File: src/rtl/four_level_page_table_walker_defines.svh
// Assertion macros for the four-level page table walker.
// Expects signals clk and arst_n in the scope of each use.
`ifndef FOUR_LEVEL_PAGE_TABLE_WALKER_DEFINES_SVH
`define FOUR_LEVEL_PAGE_TABLE_WALKER_DEFINES_SVH

// Same-cycle implication, disabled during reset.
`define PTW_ASSERT_IMP(lbl, ante, cons, msg) \
	lbl: assert property (@(posedge clk) disable iff (!arst_n) (ante) |-> (cons)) \
		else $error(msg);

// Next-cycle implication, disabled during reset.
`define PTW_ASSERT_NXT(lbl, ante, cons, msg) \
	lbl: assert property (@(posedge clk) disable iff (!arst_n) (ante) |=> (cons)) \
		else $error(msg);

`endif

File: src/rtl/ptw_pkg.sv
// Shared types, codes and helpers of the page table walker.
// No dependencies.
package ptw_pkg;

	localparam int ADDR_W      = 52;
	localparam int VIRT_W      = 48;
	localparam int DATA_W      = 64;
	localparam int INDEX_BITS  = 9;
	localparam int OFFSET_BITS = 12;

	// Input modes
	localparam logic [2:0] MODE_TRANSLATE  = 3'd0;
	localparam logic [2:0] MODE_MAP        = 3'd1;
	localparam logic [2:0] MODE_UNMAP      = 3'd2;
	localparam logic [2:0] MODE_READ_RESP  = 3'd3;
	localparam logic [2:0] MODE_ALLOC_RESP = 3'd4;

	// Result kinds
	localparam logic [2:0] KIND_READ    = 3'd0;
	localparam logic [2:0] KIND_WRITE   = 3'd1;
	localparam logic [2:0] KIND_ZERO    = 3'd2;
	localparam logic [2:0] KIND_ALLOC   = 3'd3;
	localparam logic [2:0] KIND_DONE    = 3'd4;
	localparam logic [2:0] KIND_REFUSED = 3'd5;

	// Operations held during a walk
	localparam logic [1:0] OP_TRANSLATE = 2'd0;
	localparam logic [1:0] OP_MAP       = 2'd1;
	localparam logic [1:0] OP_UNMAP     = 2'd2;

	// Entry flag bits
	localparam logic [DATA_W-1:0] PTE_P = 64'h1;
	localparam logic [DATA_W-1:0] PTE_W = 64'h2;
	localparam logic [DATA_W-1:0] PTE_U = 64'h4;

	typedef struct packed {
		logic [2:0]        mode;
		logic [ADDR_W-1:0] root_table_addr;
		logic [VIRT_W-1:0] vaddr;
		logic [ADDR_W-1:0] target_phys_addr;
		logic [DATA_W-1:0] map_flags;
		logic [DATA_W-1:0] read_data;
		logic [ADDR_W-1:0] alloc_page_addr;
	} req_t;

	typedef struct packed {
		logic [2:0]        kind;
		logic [ADDR_W-1:0] mem_addr;
		logic [DATA_W-1:0] write_data;
		logic [ADDR_W-1:0] result_addr;
		logic              fault;
		logic              invalidate;
		logic              last;
	} res_t;

	// Results caused by one input beat, in order
	typedef struct packed {
		logic [1:0] count;
		res_t       first;
		res_t       second;
		res_t       third;
	} step_t;

	function automatic res_t make_res(
		logic [2:0]        kind,
		logic [ADDR_W-1:0] mem_addr,
		logic [DATA_W-1:0] write_data,
		logic [ADDR_W-1:0] result_addr,
		logic              fault,
		logic              invalidate,
		logic              last
	);
		res_t r;
		r.kind        = kind;
		r.mem_addr    = mem_addr;
		r.write_data  = write_data;
		r.result_addr = result_addr;
		r.fault       = fault;
		r.invalidate  = invalidate;
		r.last        = last;
		return r;
	endfunction

endpackage

File: src/rtl/ptw_walk_ctrl.sv
// Walk state and per-beat decision logic of the page table walker.
// Depends on ptw_pkg.
module ptw_walk_ctrl #(
	parameter int LEVELS         = 4,
	parameter int PHYS_ADDR_BITS = 52
) (
	input  logic           clk,
	input  logic           arst_n,
	input  logic           valid,
	input  ptw_pkg::req_t  item,
	output ptw_pkg::step_t step
);
	import ptw_pkg::*;

	localparam int LVL_W = $clog2(LEVELS);
	localparam logic [LVL_W-1:0] LAST_LVL = LVL_W'(LEVELS - 1);
	localparam logic [ADDR_W-1:0] ADDR_MASK = {ADDR_W{1'b1}} >> (ADDR_W - PHYS_ADDR_BITS);
	localparam logic [ADDR_W-1:0] PAGE_MASK =
		ADDR_MASK & ~ADDR_W'((1 << OFFSET_BITS) - 1);

	// Walk state
	logic              walk_busy_q, walk_busy_d;
	logic [1:0]        op_q, op_d;
	logic [LVL_W-1:0]  level_q, level_d;
	logic              await_alloc_q, await_alloc_d;
	logic [VIRT_W-1:0] virt_q, virt_d;
	logic [ADDR_W-1:0] target_q, target_d;
	logic [DATA_W-1:0] flags_q, flags_d;
	logic [ADDR_W-1:0] pea_q, pea_d;

	logic              present;
	logic [ADDR_W-1:0] page;
	logic [LVL_W-1:0]  level_inc;

	// Entry address: table base plus the level's index times eight
	function automatic logic [ADDR_W-1:0] entry_addr(
		logic [ADDR_W-1:0] base,
		logic [LVL_W-1:0]  lvl,
		logic [VIRT_W-1:0] virt
	);
		logic [INDEX_BITS-1:0] idx;
		idx = '0;
		for (int i = 0; i < LEVELS; i++) begin
			if (lvl == LVL_W'(i))
				idx = INDEX_BITS'(virt >> (OFFSET_BITS + INDEX_BITS * (LEVELS - 1 - i)));
		end
		return (base & PAGE_MASK) | ADDR_W'({idx, 3'b000});
	endfunction

	assign present   = item.read_data[0];
	assign page      = item.alloc_page_addr & PAGE_MASK;
	assign level_inc = level_q + LVL_W'(1);

	// Next state and results for the beat in the input register
	always_comb begin
		walk_busy_d   = walk_busy_q;
		op_d          = op_q;
		level_d       = level_q;
		await_alloc_d = await_alloc_q;
		virt_d        = virt_q;
		target_d      = target_q;
		flags_d       = flags_q;
		pea_d         = pea_q;
		step          = '0;

		case (item.mode)
			MODE_TRANSLATE, MODE_MAP, MODE_UNMAP: begin
				if (walk_busy_q) begin
					step.count = 2'd1;
					step.first = make_res(KIND_REFUSED, '0, '0, '0, 1'b0, 1'b0, 1'b1);
				end else begin
					walk_busy_d   = 1'b1;
					op_d          = item.mode[1:0];
					level_d       = '0;
					await_alloc_d = 1'b0;
					virt_d        = item.vaddr;
					target_d      = item.target_phys_addr;
					flags_d       = item.map_flags;
					pea_d         = entry_addr(item.root_table_addr, '0, item.vaddr);
					step.count    = 2'd1;
					step.first    = make_res(KIND_READ, pea_d, '0, '0, 1'b0, 1'b0, 1'b1);
				end
			end
			MODE_READ_RESP: begin
				if (walk_busy_q && !await_alloc_q) begin
					step.count = 2'd1;
					if (level_q != LAST_LVL) begin
						// Intermediate level
						if (present) begin
							level_d    = level_inc;
							pea_d      = entry_addr(item.read_data[ADDR_W-1:0], level_inc, virt_q);
							step.first = make_res(KIND_READ, pea_d, '0, '0, 1'b0, 1'b0, 1'b1);
						end else if (op_q == OP_MAP) begin
							await_alloc_d = 1'b1;
							step.first = make_res(KIND_ALLOC, '0, '0, '0, 1'b0, 1'b0, 1'b1);
						end else begin
							walk_busy_d = 1'b0;
							step.first  = make_res(KIND_DONE, '0, '0, '0,
								op_q == OP_TRANSLATE, 1'b0, 1'b1);
						end
					end else begin
						// Leaf level
						walk_busy_d = 1'b0;
						if (op_q == OP_TRANSLATE) begin
							if (present)
								step.first = make_res(KIND_DONE, '0, '0,
									(item.read_data[ADDR_W-1:0] & PAGE_MASK) |
									ADDR_W'(virt_q[OFFSET_BITS-1:0]),
									1'b0, 1'b0, 1'b1);
							else
								step.first = make_res(KIND_DONE, '0, '0, '0, 1'b1, 1'b0, 1'b1);
						end else if (op_q == OP_MAP) begin
							step.count  = 2'd2;
							step.first  = make_res(KIND_WRITE, pea_q,
								DATA_W'(target_q & PAGE_MASK) | flags_q | PTE_P,
								'0, 1'b0, 1'b0, 1'b0);
							step.second = make_res(KIND_DONE, '0, '0, '0, 1'b0, 1'b0, 1'b1);
						end else begin
							step.count  = 2'd2;
							step.first  = make_res(KIND_WRITE, pea_q, '0, '0, 1'b0, 1'b0, 1'b0);
							step.second = make_res(KIND_DONE, '0, '0, '0, 1'b0, 1'b1, 1'b1);
						end
					end
				end
			end
			MODE_ALLOC_RESP: begin
				if (walk_busy_q && await_alloc_q) begin
					// Zero the new table, link it, read the next entry from it
					await_alloc_d = 1'b0;
					level_d       = (level_q != LAST_LVL) ? level_inc : level_q;
					pea_d         = entry_addr(page, level_d, virt_q);
					step.count    = 2'd3;
					step.first    = make_res(KIND_ZERO, page, '0, '0, 1'b0, 1'b0, 1'b0);
					step.second   = make_res(KIND_WRITE, pea_q,
						DATA_W'(page) | PTE_P | PTE_W | PTE_U, '0, 1'b0, 1'b0, 1'b0);
					step.third    = make_res(KIND_READ, pea_d, '0, '0, 1'b0, 1'b0, 1'b1);
				end
			end
			default: begin
			end
		endcase
	end

	// Control state
	always_ff @(posedge clk or negedge arst_n) begin
		if (!arst_n) begin
			walk_busy_q   <= 1'b0;
			op_q          <= OP_TRANSLATE;
			level_q       <= '0;
			await_alloc_q <= 1'b0;
		end else if (valid) begin
			walk_busy_q   <= walk_busy_d;
			op_q          <= op_d;
			level_q       <= level_d;
			await_alloc_q <= await_alloc_d;
		end
	end

	// Saved command payload and last entry address
	always_ff @(posedge clk) begin
		if (valid) begin
			virt_q   <= virt_d;
			target_q <= target_d;
			flags_q  <= flags_d;
			pea_q    <= pea_d;
		end
	end

endmodule

File: src/rtl/ptw_result_seq.sv
// Result register and pending-result buffer: sends one result per cycle.
// Depends on ptw_pkg and four_level_page_table_walker_defines.svh.
`include "four_level_page_table_walker_defines.svh"

module ptw_result_seq (
	input  logic           clk,
	input  logic           arst_n,
	input  logic           step_valid,
	input  ptw_pkg::step_t step,
	output logic           strobe,
	output ptw_pkg::res_t  result,
	output logic           hold
);
	import ptw_pkg::*;

	logic [1:0] pend_cnt_q;
	res_t       pend_q [2];
	res_t       result_q;
	logic       strobe_q;
	logic       load_new;
	logic       load_pend;

	assign load_pend = (pend_cnt_q != 2'd0);
	assign load_new  = !load_pend && step_valid && (step.count != 2'd0);

	// Strobe and fill count
	always_ff @(posedge clk or negedge arst_n) begin
		if (!arst_n) begin
			strobe_q   <= 1'b0;
			pend_cnt_q <= 2'd0;
		end else if (load_pend) begin
			strobe_q   <= 1'b1;
			pend_cnt_q <= pend_cnt_q - 2'd1;
		end else if (load_new) begin
			strobe_q   <= 1'b1;
			pend_cnt_q <= step.count - 2'd1;
		end else begin
			strobe_q   <= 1'b0;
		end
	end

	// Payload: first result straight out, the rest queued
	always_ff @(posedge clk) begin
		if (load_pend) begin
			result_q  <= pend_q[0];
			pend_q[0] <= pend_q[1];
		end else if (load_new) begin
			result_q  <= step.first;
			pend_q[0] <= step.second;
			pend_q[1] <= step.third;
		end
	end

	assign strobe = strobe_q;
	assign result = result_q;
	// Two results still queued: the next beat cannot be taken yet
	assign hold   = pend_cnt_q[1];

	`PTW_ASSERT_NXT(a_burst_contiguous, strobe_q && !result_q.last, strobe_q, "result burst broken")
	`PTW_ASSERT_IMP(a_step_on_empty, step_valid, pend_cnt_q == 2'd0, "beat decided while queue busy")
	`PTW_ASSERT_NXT(a_triple_queued, step_valid && step.count == 2'd3,
		strobe_q && pend_cnt_q == 2'd2, "three-result beat not queued")
	`PTW_ASSERT_NXT(a_pend_drains, pend_cnt_q != 2'd0, strobe_q, "queued result not sent")
	`PTW_ASSERT_IMP(a_count_range, 1'b1, pend_cnt_q != 2'd3, "queue overfilled")

endmodule

File: src/rtl/four_level_page_table_walker.sv
// Top level of the four-level page table walker: input register and busy.
// Depends on ptw_pkg, ptw_walk_ctrl and ptw_result_seq.
//
// A beat (command or memory response) is taken when start is high and busy
// is low, held in the input register and decided there; its first result
// appears on the result ports the cycle after that. Results are held for
// exactly one cycle with strobe high and cannot be stalled. A beat that
// causes one result frees the block at once, so such beats can follow every
// cycle. An allocate response causes three results and a leaf write on map
// or unmap causes two; they leave on consecutive cycles from a two-entry
// result buffer, and busy stays high until only one of them is left to
// send. Commands during a walk get a refused result; stray responses and
// unused modes are dropped without a result.
module four_level_page_table_walker #(
	parameter int LEVELS         = 4,
	parameter int PHYS_ADDR_BITS = 52
) (
	input  logic          clk,
	input  logic          arst_n,
	input  logic          start,
	output logic          busy,
	input  ptw_pkg::req_t request,
	output logic          strobe,
	output ptw_pkg::res_t result
);
	import ptw_pkg::*;

	logic  valid_s1;
	req_t  req_s1;
	step_t step;
	logic  hold;
	logic  accept;

	assign accept = start && !busy;
	assign busy   = hold || (valid_s1 && step.count > 2'd1);

	// Input register
	always_ff @(posedge clk or negedge arst_n) begin
		if (!arst_n) begin
			valid_s1 <= 1'b0;
		end else begin
			valid_s1 <= accept;
		end
	end

	always_ff @(posedge clk) begin
		if (accept) begin
			req_s1 <= request;
		end
	end

	ptw_walk_ctrl #(
		.LEVELS         (LEVELS),
		.PHYS_ADDR_BITS (PHYS_ADDR_BITS)
	) u_walk_ctrl (
		.clk    (clk),
		.arst_n (arst_n),
		.valid  (valid_s1),
		.item   (req_s1),
		.step   (step)
	);

	ptw_result_seq u_result_seq (
		.clk        (clk),
		.arst_n     (arst_n),
		.step_valid (valid_s1),
		.step       (step),
		.strobe     (strobe),
		.result     (result),
		.hold       (hold)
	);

endmodule
File: config.mk
export PLATFORM = sky130hd
export DESIGN_NAME = four_level_page_table_walker
export DESIGN_NICKNAME = d
export VERILOG_FILES = /design/src/rtl/ptw_pkg.sv /design/src/rtl/ptw_walk_ctrl.sv /design/src/rtl/ptw_result_seq.sv /design/src/rtl/four_level_page_table_walker.sv
export VERILOG_INCLUDE_DIRS = /design/src /design/src/rtl
export SDC_FILE = /design/constraint.sdc
export NUM_CORES = 1
export LEC_CHECK = 0
export ABC_AREA = 1
export CORE_ASPECT_RATIO = 1.25
export CORE_UTILIZATION = 30
export CTS_BUF_LIST = sky130_fd_sc_hd__clkbuf_4 sky130_fd_sc_hd__clkbuf_8
export DETAILED_ROUTE_END_ITERATION = 16
export DONT_BUFFER_PORTS = 1
export GPL_ROUTABILITY_DRIVEN = 0
export RECOVER_POWER = 50
export SETUP_SLACK_MARGIN = 0.02
export SYNTH_ARGS = -nofsm -noshare
export SYNTH_HDL_FRONTEND = slang
export SYNTH_SLANG_ARGS = --single-unit
File: constraint.sdc
create_clock -name clk -period 19.45 [get_ports clk]
set_input_delay 1.945 -clock clk [delete_from_list [all_inputs] [get_ports clk]]
set_output_delay 1.945 -clock clk [all_outputs]
set_load 0.05 [all_outputs]
=== After elaboration in Yosys (flattened, before gate mapping) ===
Memory sizes are Yosys's and may differ from the RTL's.
Index checks and enable logic that the tools add are counted.

* Register bits after elaboration: 723
* RAM bits: 348
* Input bits: 338
* Output and inout bits: 176
* Logic and storage cells: 150
* Memories: 1

* Add/sub/neg operators: 3
* Magnitude comparators: 1
* Eq/ne operators: 21
* Multiplexer cells: 68
* Bitwise logic cells: 7
* Reduce and logical (&&, ||, !) cells: 24

{| class="wikitable"
|+ Memories
! name !! depth !! width !! rd ports !! clocked after Yosys merged registers in !! wr ports !! RTL line !! RTL
|-
| u_result_seq.pend_q || 2 || 174 || 2 || 0 || 2 || ptw_result_seq.sv:17 || <nowiki>res_t pend_q [2];</nowiki>
|}

{| class="wikitable"
|+ Operators by type and width
! kind !! count
|-
| $mux W174 || 11
|-
| $pmux W176 S3 || 1
|-
| $mux W524 || 1
|-
| $mux W350 || 1
|-
| $pmux W174 S2 || 1
|-
| $mux W293 || 1
|-
| $mux W52 || 5
|-
| $or A52 B12 Y52 || 4
|-
| $pmux W52 S3 || 1
|-
| $mux W9 || 16
|-
| $or A52 B64 Y64 || 1
|-
| $mux W55 || 1
|-
| $mux W2 || 10
|-
| $mux W1 || 16
|-
| $eq A2 B2 Y1 const B || 4
|-
| $ne A2 B1 Y1 const B || 4
|-
| $ne A2 B2 Y1 const B || 4
|-
| $reduce_and A8 Y1 || 1
|-
| $reduce_bool A2 Y1 || 4
|-
| $reduce_and A7 Y1 || 1
|-
| $eq A2 B1 Y1 const B || 3
|-
| $eq A3 B2 Y1 const B || 2
|-
| $logic_and A1 B1 Y1 || 6
|-
| $logic_not A2 Y1 || 3
|-
| 18 further kinds || 22
|}

=== Longest topological paths before layout ===
* Depth after elaboration: 21
* Mapped depth: 16

=== Hierarchy ===
Synthesis repeated with hierarchy kept, for this count alone.

* Cells, all modules: 3,574
* Area total of the unflattened synthesis: 42,924.9 sq um

{| class="wikitable"
|+ Modules (own cells, without submodules)
! module !! instances !! cells an instance !! area an instance (sq um)
|-
| ptw_result_seq || 1 || 1,664 || 20,156.8
|-
| ptw_walk_ctrl || 1 || 1,569 || 12,659.6
|-
| four_level_page_table_walker || 1 || 341 || 10,108.4
|}

=== Worst setup path before layout ===
OpenSTA, ideal clock, no wires.

* Path type: register to register
* Start: register req_s1[334] (netlist name)
* End: register valid_s1
* Library setup time: 1,314 ps
* Arrival: 13,398 ps
* Required time: 18,136 ps
* Setup slack: 4,738 ps
* Stages on the path, launching flop included: 12
* Buffers on the path: 1
* Cell sequence: edfxtp_1 nor2_2 inv_2 nor2_2 buf_2 a21oi_1 nand2_1 ha_1 nor2_1 nand2_1 nand2_1 nor2_1

* Cells in the longest elaborated chain, start to end: 8
* Elaborated cells on any way between the ends: 12
* Those cells by class: 1 x order compare; 4 x eq/ne; 1 x mux; 6 x reduce/logical

{| class="wikitable"
|+ RTL lines
! item !! RTL line !! RTL
|-
| from (decl) || four_level_page_table_walker.sv:29 || <nowiki>req_t req_s1;</nowiki>
|-
| from (signal assigned) || four_level_page_table_walker.sv:48 || <nowiki>req_s1 <= request;</nowiki>
|-
| $eq A3 B1 Y1, or another cell as far along || ptw_walk_ctrl.sv:66 || <nowiki>case (item.mode)</nowiki>
|-
| $reduce_or A3 Y1 || ptw_walk_ctrl.sv:66 ||
|-
| $pmux W176 S3 * || ptw_walk_ctrl.sv:66 ||
|-
| $gt A2 B1 Y1 * || four_level_page_table_walker.sv:35 || <nowiki>assign busy = hold || (valid_s1 && step.count > 2'd1);</nowiki>
|-
| $logic_and A1 B1 Y1 * || four_level_page_table_walker.sv:35 ||
|-
| $logic_or A1 B1 Y1 * || four_level_page_table_walker.sv:35 ||
|-
| named net busy || four_level_page_table_walker.sv:21 || <nowiki>output logic busy,</nowiki>
|-
| $logic_not A1 Y1 * || four_level_page_table_walker.sv:34 || <nowiki>assign accept = start && !busy;</nowiki>
|-
| $logic_and A1 B1 Y1 * || four_level_page_table_walker.sv:34 ||
|-
| named net accept || four_level_page_table_walker.sv:32 || <nowiki>logic accept;</nowiki>
|-
| to (signal assigned) || four_level_page_table_walker.sv:42 || <nowiki>valid_s1 <= accept;</nowiki>
|-
| to (decl) || four_level_page_table_walker.sv:28 || <nowiki>logic valid_s1;</nowiki>
|}

The timed path passes the listed nets; every way through them passes the cells marked *.
A chain may end at the register's enable or synchronous reset.

=== Final worst setup path ===
* Start: register req_s1[332] (netlist name)
* End: register u_walk_ctrl.op_q[0]

* Cells in the longest elaborated chain, start to end: 3
* Elaborated cells on any way between the ends: 5
* Those cells by class: 2 x eq/ne; 3 x reduce/logical

{| class="wikitable"
|+ RTL lines
! item !! RTL line !! RTL
|-
| $eq A3 B1 Y1, or another cell as far along || ptw_walk_ctrl.sv:66 ||
|-
| $reduce_or A3 Y1 || ptw_walk_ctrl.sv:66 ||
|-
| $reduce_and A3 Y1 (no source line) || -- ||
|-
| to (signal assigned) || ptw_walk_ctrl.sv:153 || <nowiki>op_q <= op_d;</nowiki>
|-
| to (decl) || ptw_walk_ctrl.sv:23 || <nowiki>logic [1:0] op_q, op_d;</nowiki>
|}

Several ways; a longest one is shown, not always the timed one.

==> results by group <==
Drt
  • Final wirelength: 89.2 mm
  • Final ANT Viol Nets: 0
  • Drt wl/cell: 24.3 um
  • First DRT Iteration DRCs: 1430
  • Vias: approximately 18000
  • Vias per cell: between 4 and 5
  • Router iterations before antenna repair: 6
  • DRC viols: 0

Floorplanning
  • Starting Density: a little under a third
  • Ports: around 510
  • Die Y: about 360 um
  • Die area: 102000 um^2
  • CORE AREA: roughly 99000 um^2
  • Die Wd: 286 um
  • Cell row count: roughly 130

Setup path
  • Critical Path Start Type: flop
  • Arr. time, crit path: a little over 9000 ps
  • Slowest cell on the critical path: clkbuf_1
  • Crit end category: flop
  • Worst Path Max Fanout: around 150
  • CP Data Required Time: 19830 ps
  • CP top delay family: buffers and inverters
  • CP Cell Sequence: nand2_1 > inv_1 > nor2_1 > nand2_1 > nor2_1 > clkbuf_1 > o21ai_0
  • Max incr delay on CP: slightly below 6000 ps
  • Critical path class: reg2reg
  • CP Buf/Inv Count: 2

Power
  • Pleak: 12.7 nW
  • Pwr Density: between 150 and 200 nW/um^2
  • Maximum vdd drop: approximately 0.13 mV

Synth
  • Avg Cell Area, Syn: between 10 and 15 um^2
  • YS warnings: 0
  • FF+latch count, synth: ~800
  • Mapped Area: between 30000 and 40000 um^2
  • Seq/Total Area, Yosys: around 79%
  • Synth Instances: about 2200
  • Synth cell types: 33

Outcome
  • Failing checks: max-capacitance violations, max-slew violations
  • Status: complete, but fails checks

Global routing
  • Largest net degree at the start of global routing: between 150 and 200
  • Vias in the first global route: between 15000 and 20000
  • Initial antenna violation count: 41
  • Global-route wire length before repair: ~120 mm
  • GRT Residual Overflow: 0
  • Total Routing Usage GR: between 15 and 20%

STA
  • Period utilisation layout: a little under half
  • Fin. Hold Viols: 0
  • Fmax: roughly 110 MHz
  • Setup TNS: 0 ps
  • Clock Skew: roughly 37 ps
  • Final Slew Violations: between 500 and 600
  • Relative slew slack: -492%
  • Unrepaired setup endpoints after global routing: no
  • Worst slew pin tran: between 8000 and 9000 ps
  • Post-layout minimum cycle time: 8960 ps
  • Final Setup Violations: 0

Finish
  • Syn-to-layout area delta: 13.8%
  • Commonest non-fill, non-tap cell in the layout: edfxtp_1
  • Final design utilization: approximately a third
  • Post-route cell area: approximately 34000 um^2
  • Final net count: 2611
  • Layout cell share with drive strength beyond 1: approximately a tenth
  • Most frequent cells in the layout: edfxtp_1 (789), nand2_1 (544), inv_1 (193)

CTS
  • CTS tree: yes
  • Clk_lat worst skew: roughly 840 ps
  • Gates resized, CTS repair: 0
  • Worst-path clk slew: ~60 ps
  • H-tree depth: 4
  • Clk buf depth: 3
  • Clock Sinks: about 800
  • Clock root buffer: clkbuf_8
  • Post-CTS Setup Repair Bufs: 0
  • CTS buffer count: roughly 140
  • Cts-stage hold buffer count: 0

Job
  • Max-Cap Viols: 10

Placement
  • Post-DP HPWL: ~56 mm
  • Placed Instance Area: around 32000 um^2
  • I/O Buffers: 0

Hold path
  • Hold Path Class: reg2reg
==> worst paths after layout <==
path                              from                        end  slack, ps  depth (start not counted)
setup / recovery           req_s1[332]        u_walk_ctrl.op_q[0]      10490                          7
hold / removal             req_s1[230]   u_walk_ctrl.target_q[50]        410                          0
setup reg to reg           req_s1[332]        u_walk_ctrl.op_q[0]      10490                          7
hold reg to reg            req_s1[230]   u_walk_ctrl.target_q[50]        410                          0
max in group asynchronous       arst_n        u_walk_ctrl.op_q[0]      18560                          0
min in group asynchronous       arst_n  u_walk_ctrl.await_alloc_q        800                          0
==> area by class of cell <==
type / instances / area (um^2)
multi-input cells: 1099 / 5120
diodes: 14 / 35.0
clock inverters: 55 / 583
well taps: 1310 / 1640
inverters: 207 / 791
fillers: 9709 / 65000
flip-flops and latches: 799 / 23900
repair buffers: 22 / 151
clock buffers: 173 / 2170
==> sequential cells by signal (all words and copies together), names as in the netlist <==
signal                     count
u_walk_ctrl.flags_q           63
u_result_seq.result          171
u_walk_ctrl.await_alloc_q      1
u_walk_ctrl.target_q          40
u_walk_ctrl.op_q               2
u_walk_ctrl.walk_busy_q        1
u_result_seq.pend_cnt_q        2
valid_s1                       1
u_walk_ctrl.level_q            2
u_result_seq.pend_q          143
req_s1                       275
u_result_seq.strobe            1
u_walk_ctrl.pea_q             49
u_walk_ctrl.virt_q            48
==> cell usage after synthesis <==
library cell / instances / area, um^2
ha_1: 9 / 113
a21oi_1: 54 / 270
nand4_1: 2 / 12.5
o32ai_1: 27 / 236
nand2_2: 1 / 6.26
nand4_2: 1 / 12.5
nor2_8: 1 / 20.0
nor3_1: 2 / 10.0
buf_1: 5 / 18.8
buf_2: 19 / 95.1
nor3_4: 1 / 16.3
a22oi_1: 1 / 7.51
nor2_2: 3 / 18.8
o22ai_1: 1 / 6.26
dfrtp_1: 10 / 250
nor4_1: 41 / 257
nand2_1: 544 / 2040
conb_1: 1 / 3.75
a22o_1: 8 / 70.1
o21ai_0: 99 / 495
clkbuf_1: 70 / 263
clkinv_1: 3 / 11.3
nand3_1: 44 / 220
nor3b_1: 12 / 90.1
o221ai_1: 40 / 350
nor2_1: 161 / 604
edfxtp_1: 789 / 23700
nor2_4: 2 / 22.5
inv_2: 8 / 30.0
o2111a_1: 1 / 11.3
inv_1: 196 / 736
buf_4: 8 / 60.1
o21ai_1: 41 / 205
==> report_power, final <==
group	internal (mW)	leakage [nW]	total [mW]	switching, mW
clock	0.860	1.44	1.57	0.706
combinational	0.158	3.56	0.869	0.711
sequential	2.48	7.72	3.23	0.749
==> cells by family after synthesis <==
family / count (synthesis) / synth area share [%]
buffers and inverters: 309 / 4.01
other: 1 / 0.0124
AND/OR/NAND/NOR: 815 / 11.0
AO/OA/AOI/OAI: 272 / 5.46
flip-flops: 799 / 79.1
adder cells (fa/ha/maj): 9 / 0.372
==> per-layer routing <==
layer  up-vias  GRT usage [%]  share of wire [%]
met5         -              0               0.32
met4        40           7.98                3.6
met3       203           5.87                8.9
met2       783           29.3                 50
met1      8699           19.2                 37
li1       7933              -                  -
==> metrics by stage <==
| stage | power (mW) | worst slack [ps] | instances | hold slack, ps |
|---|---|---|---|---|
| 6_report | 5.67 | 10490 | 3679 | 410 |
| 5_1_grt | 5.91 | 9550 | 3672 | 414 |
| 4_1_cts | 5.73 | 12800 | 3665 | 408 |
| 3_5_place_dp | 4.14 | 13220 | 3437 | 405 |
| 3_3_place_gp | 4.13 | 13290 | 3437 | 400 |
| 2_1_floorplan | 3.82 | 4740 | 2207 | 400 |
Power figures use the tool's default switching activity.
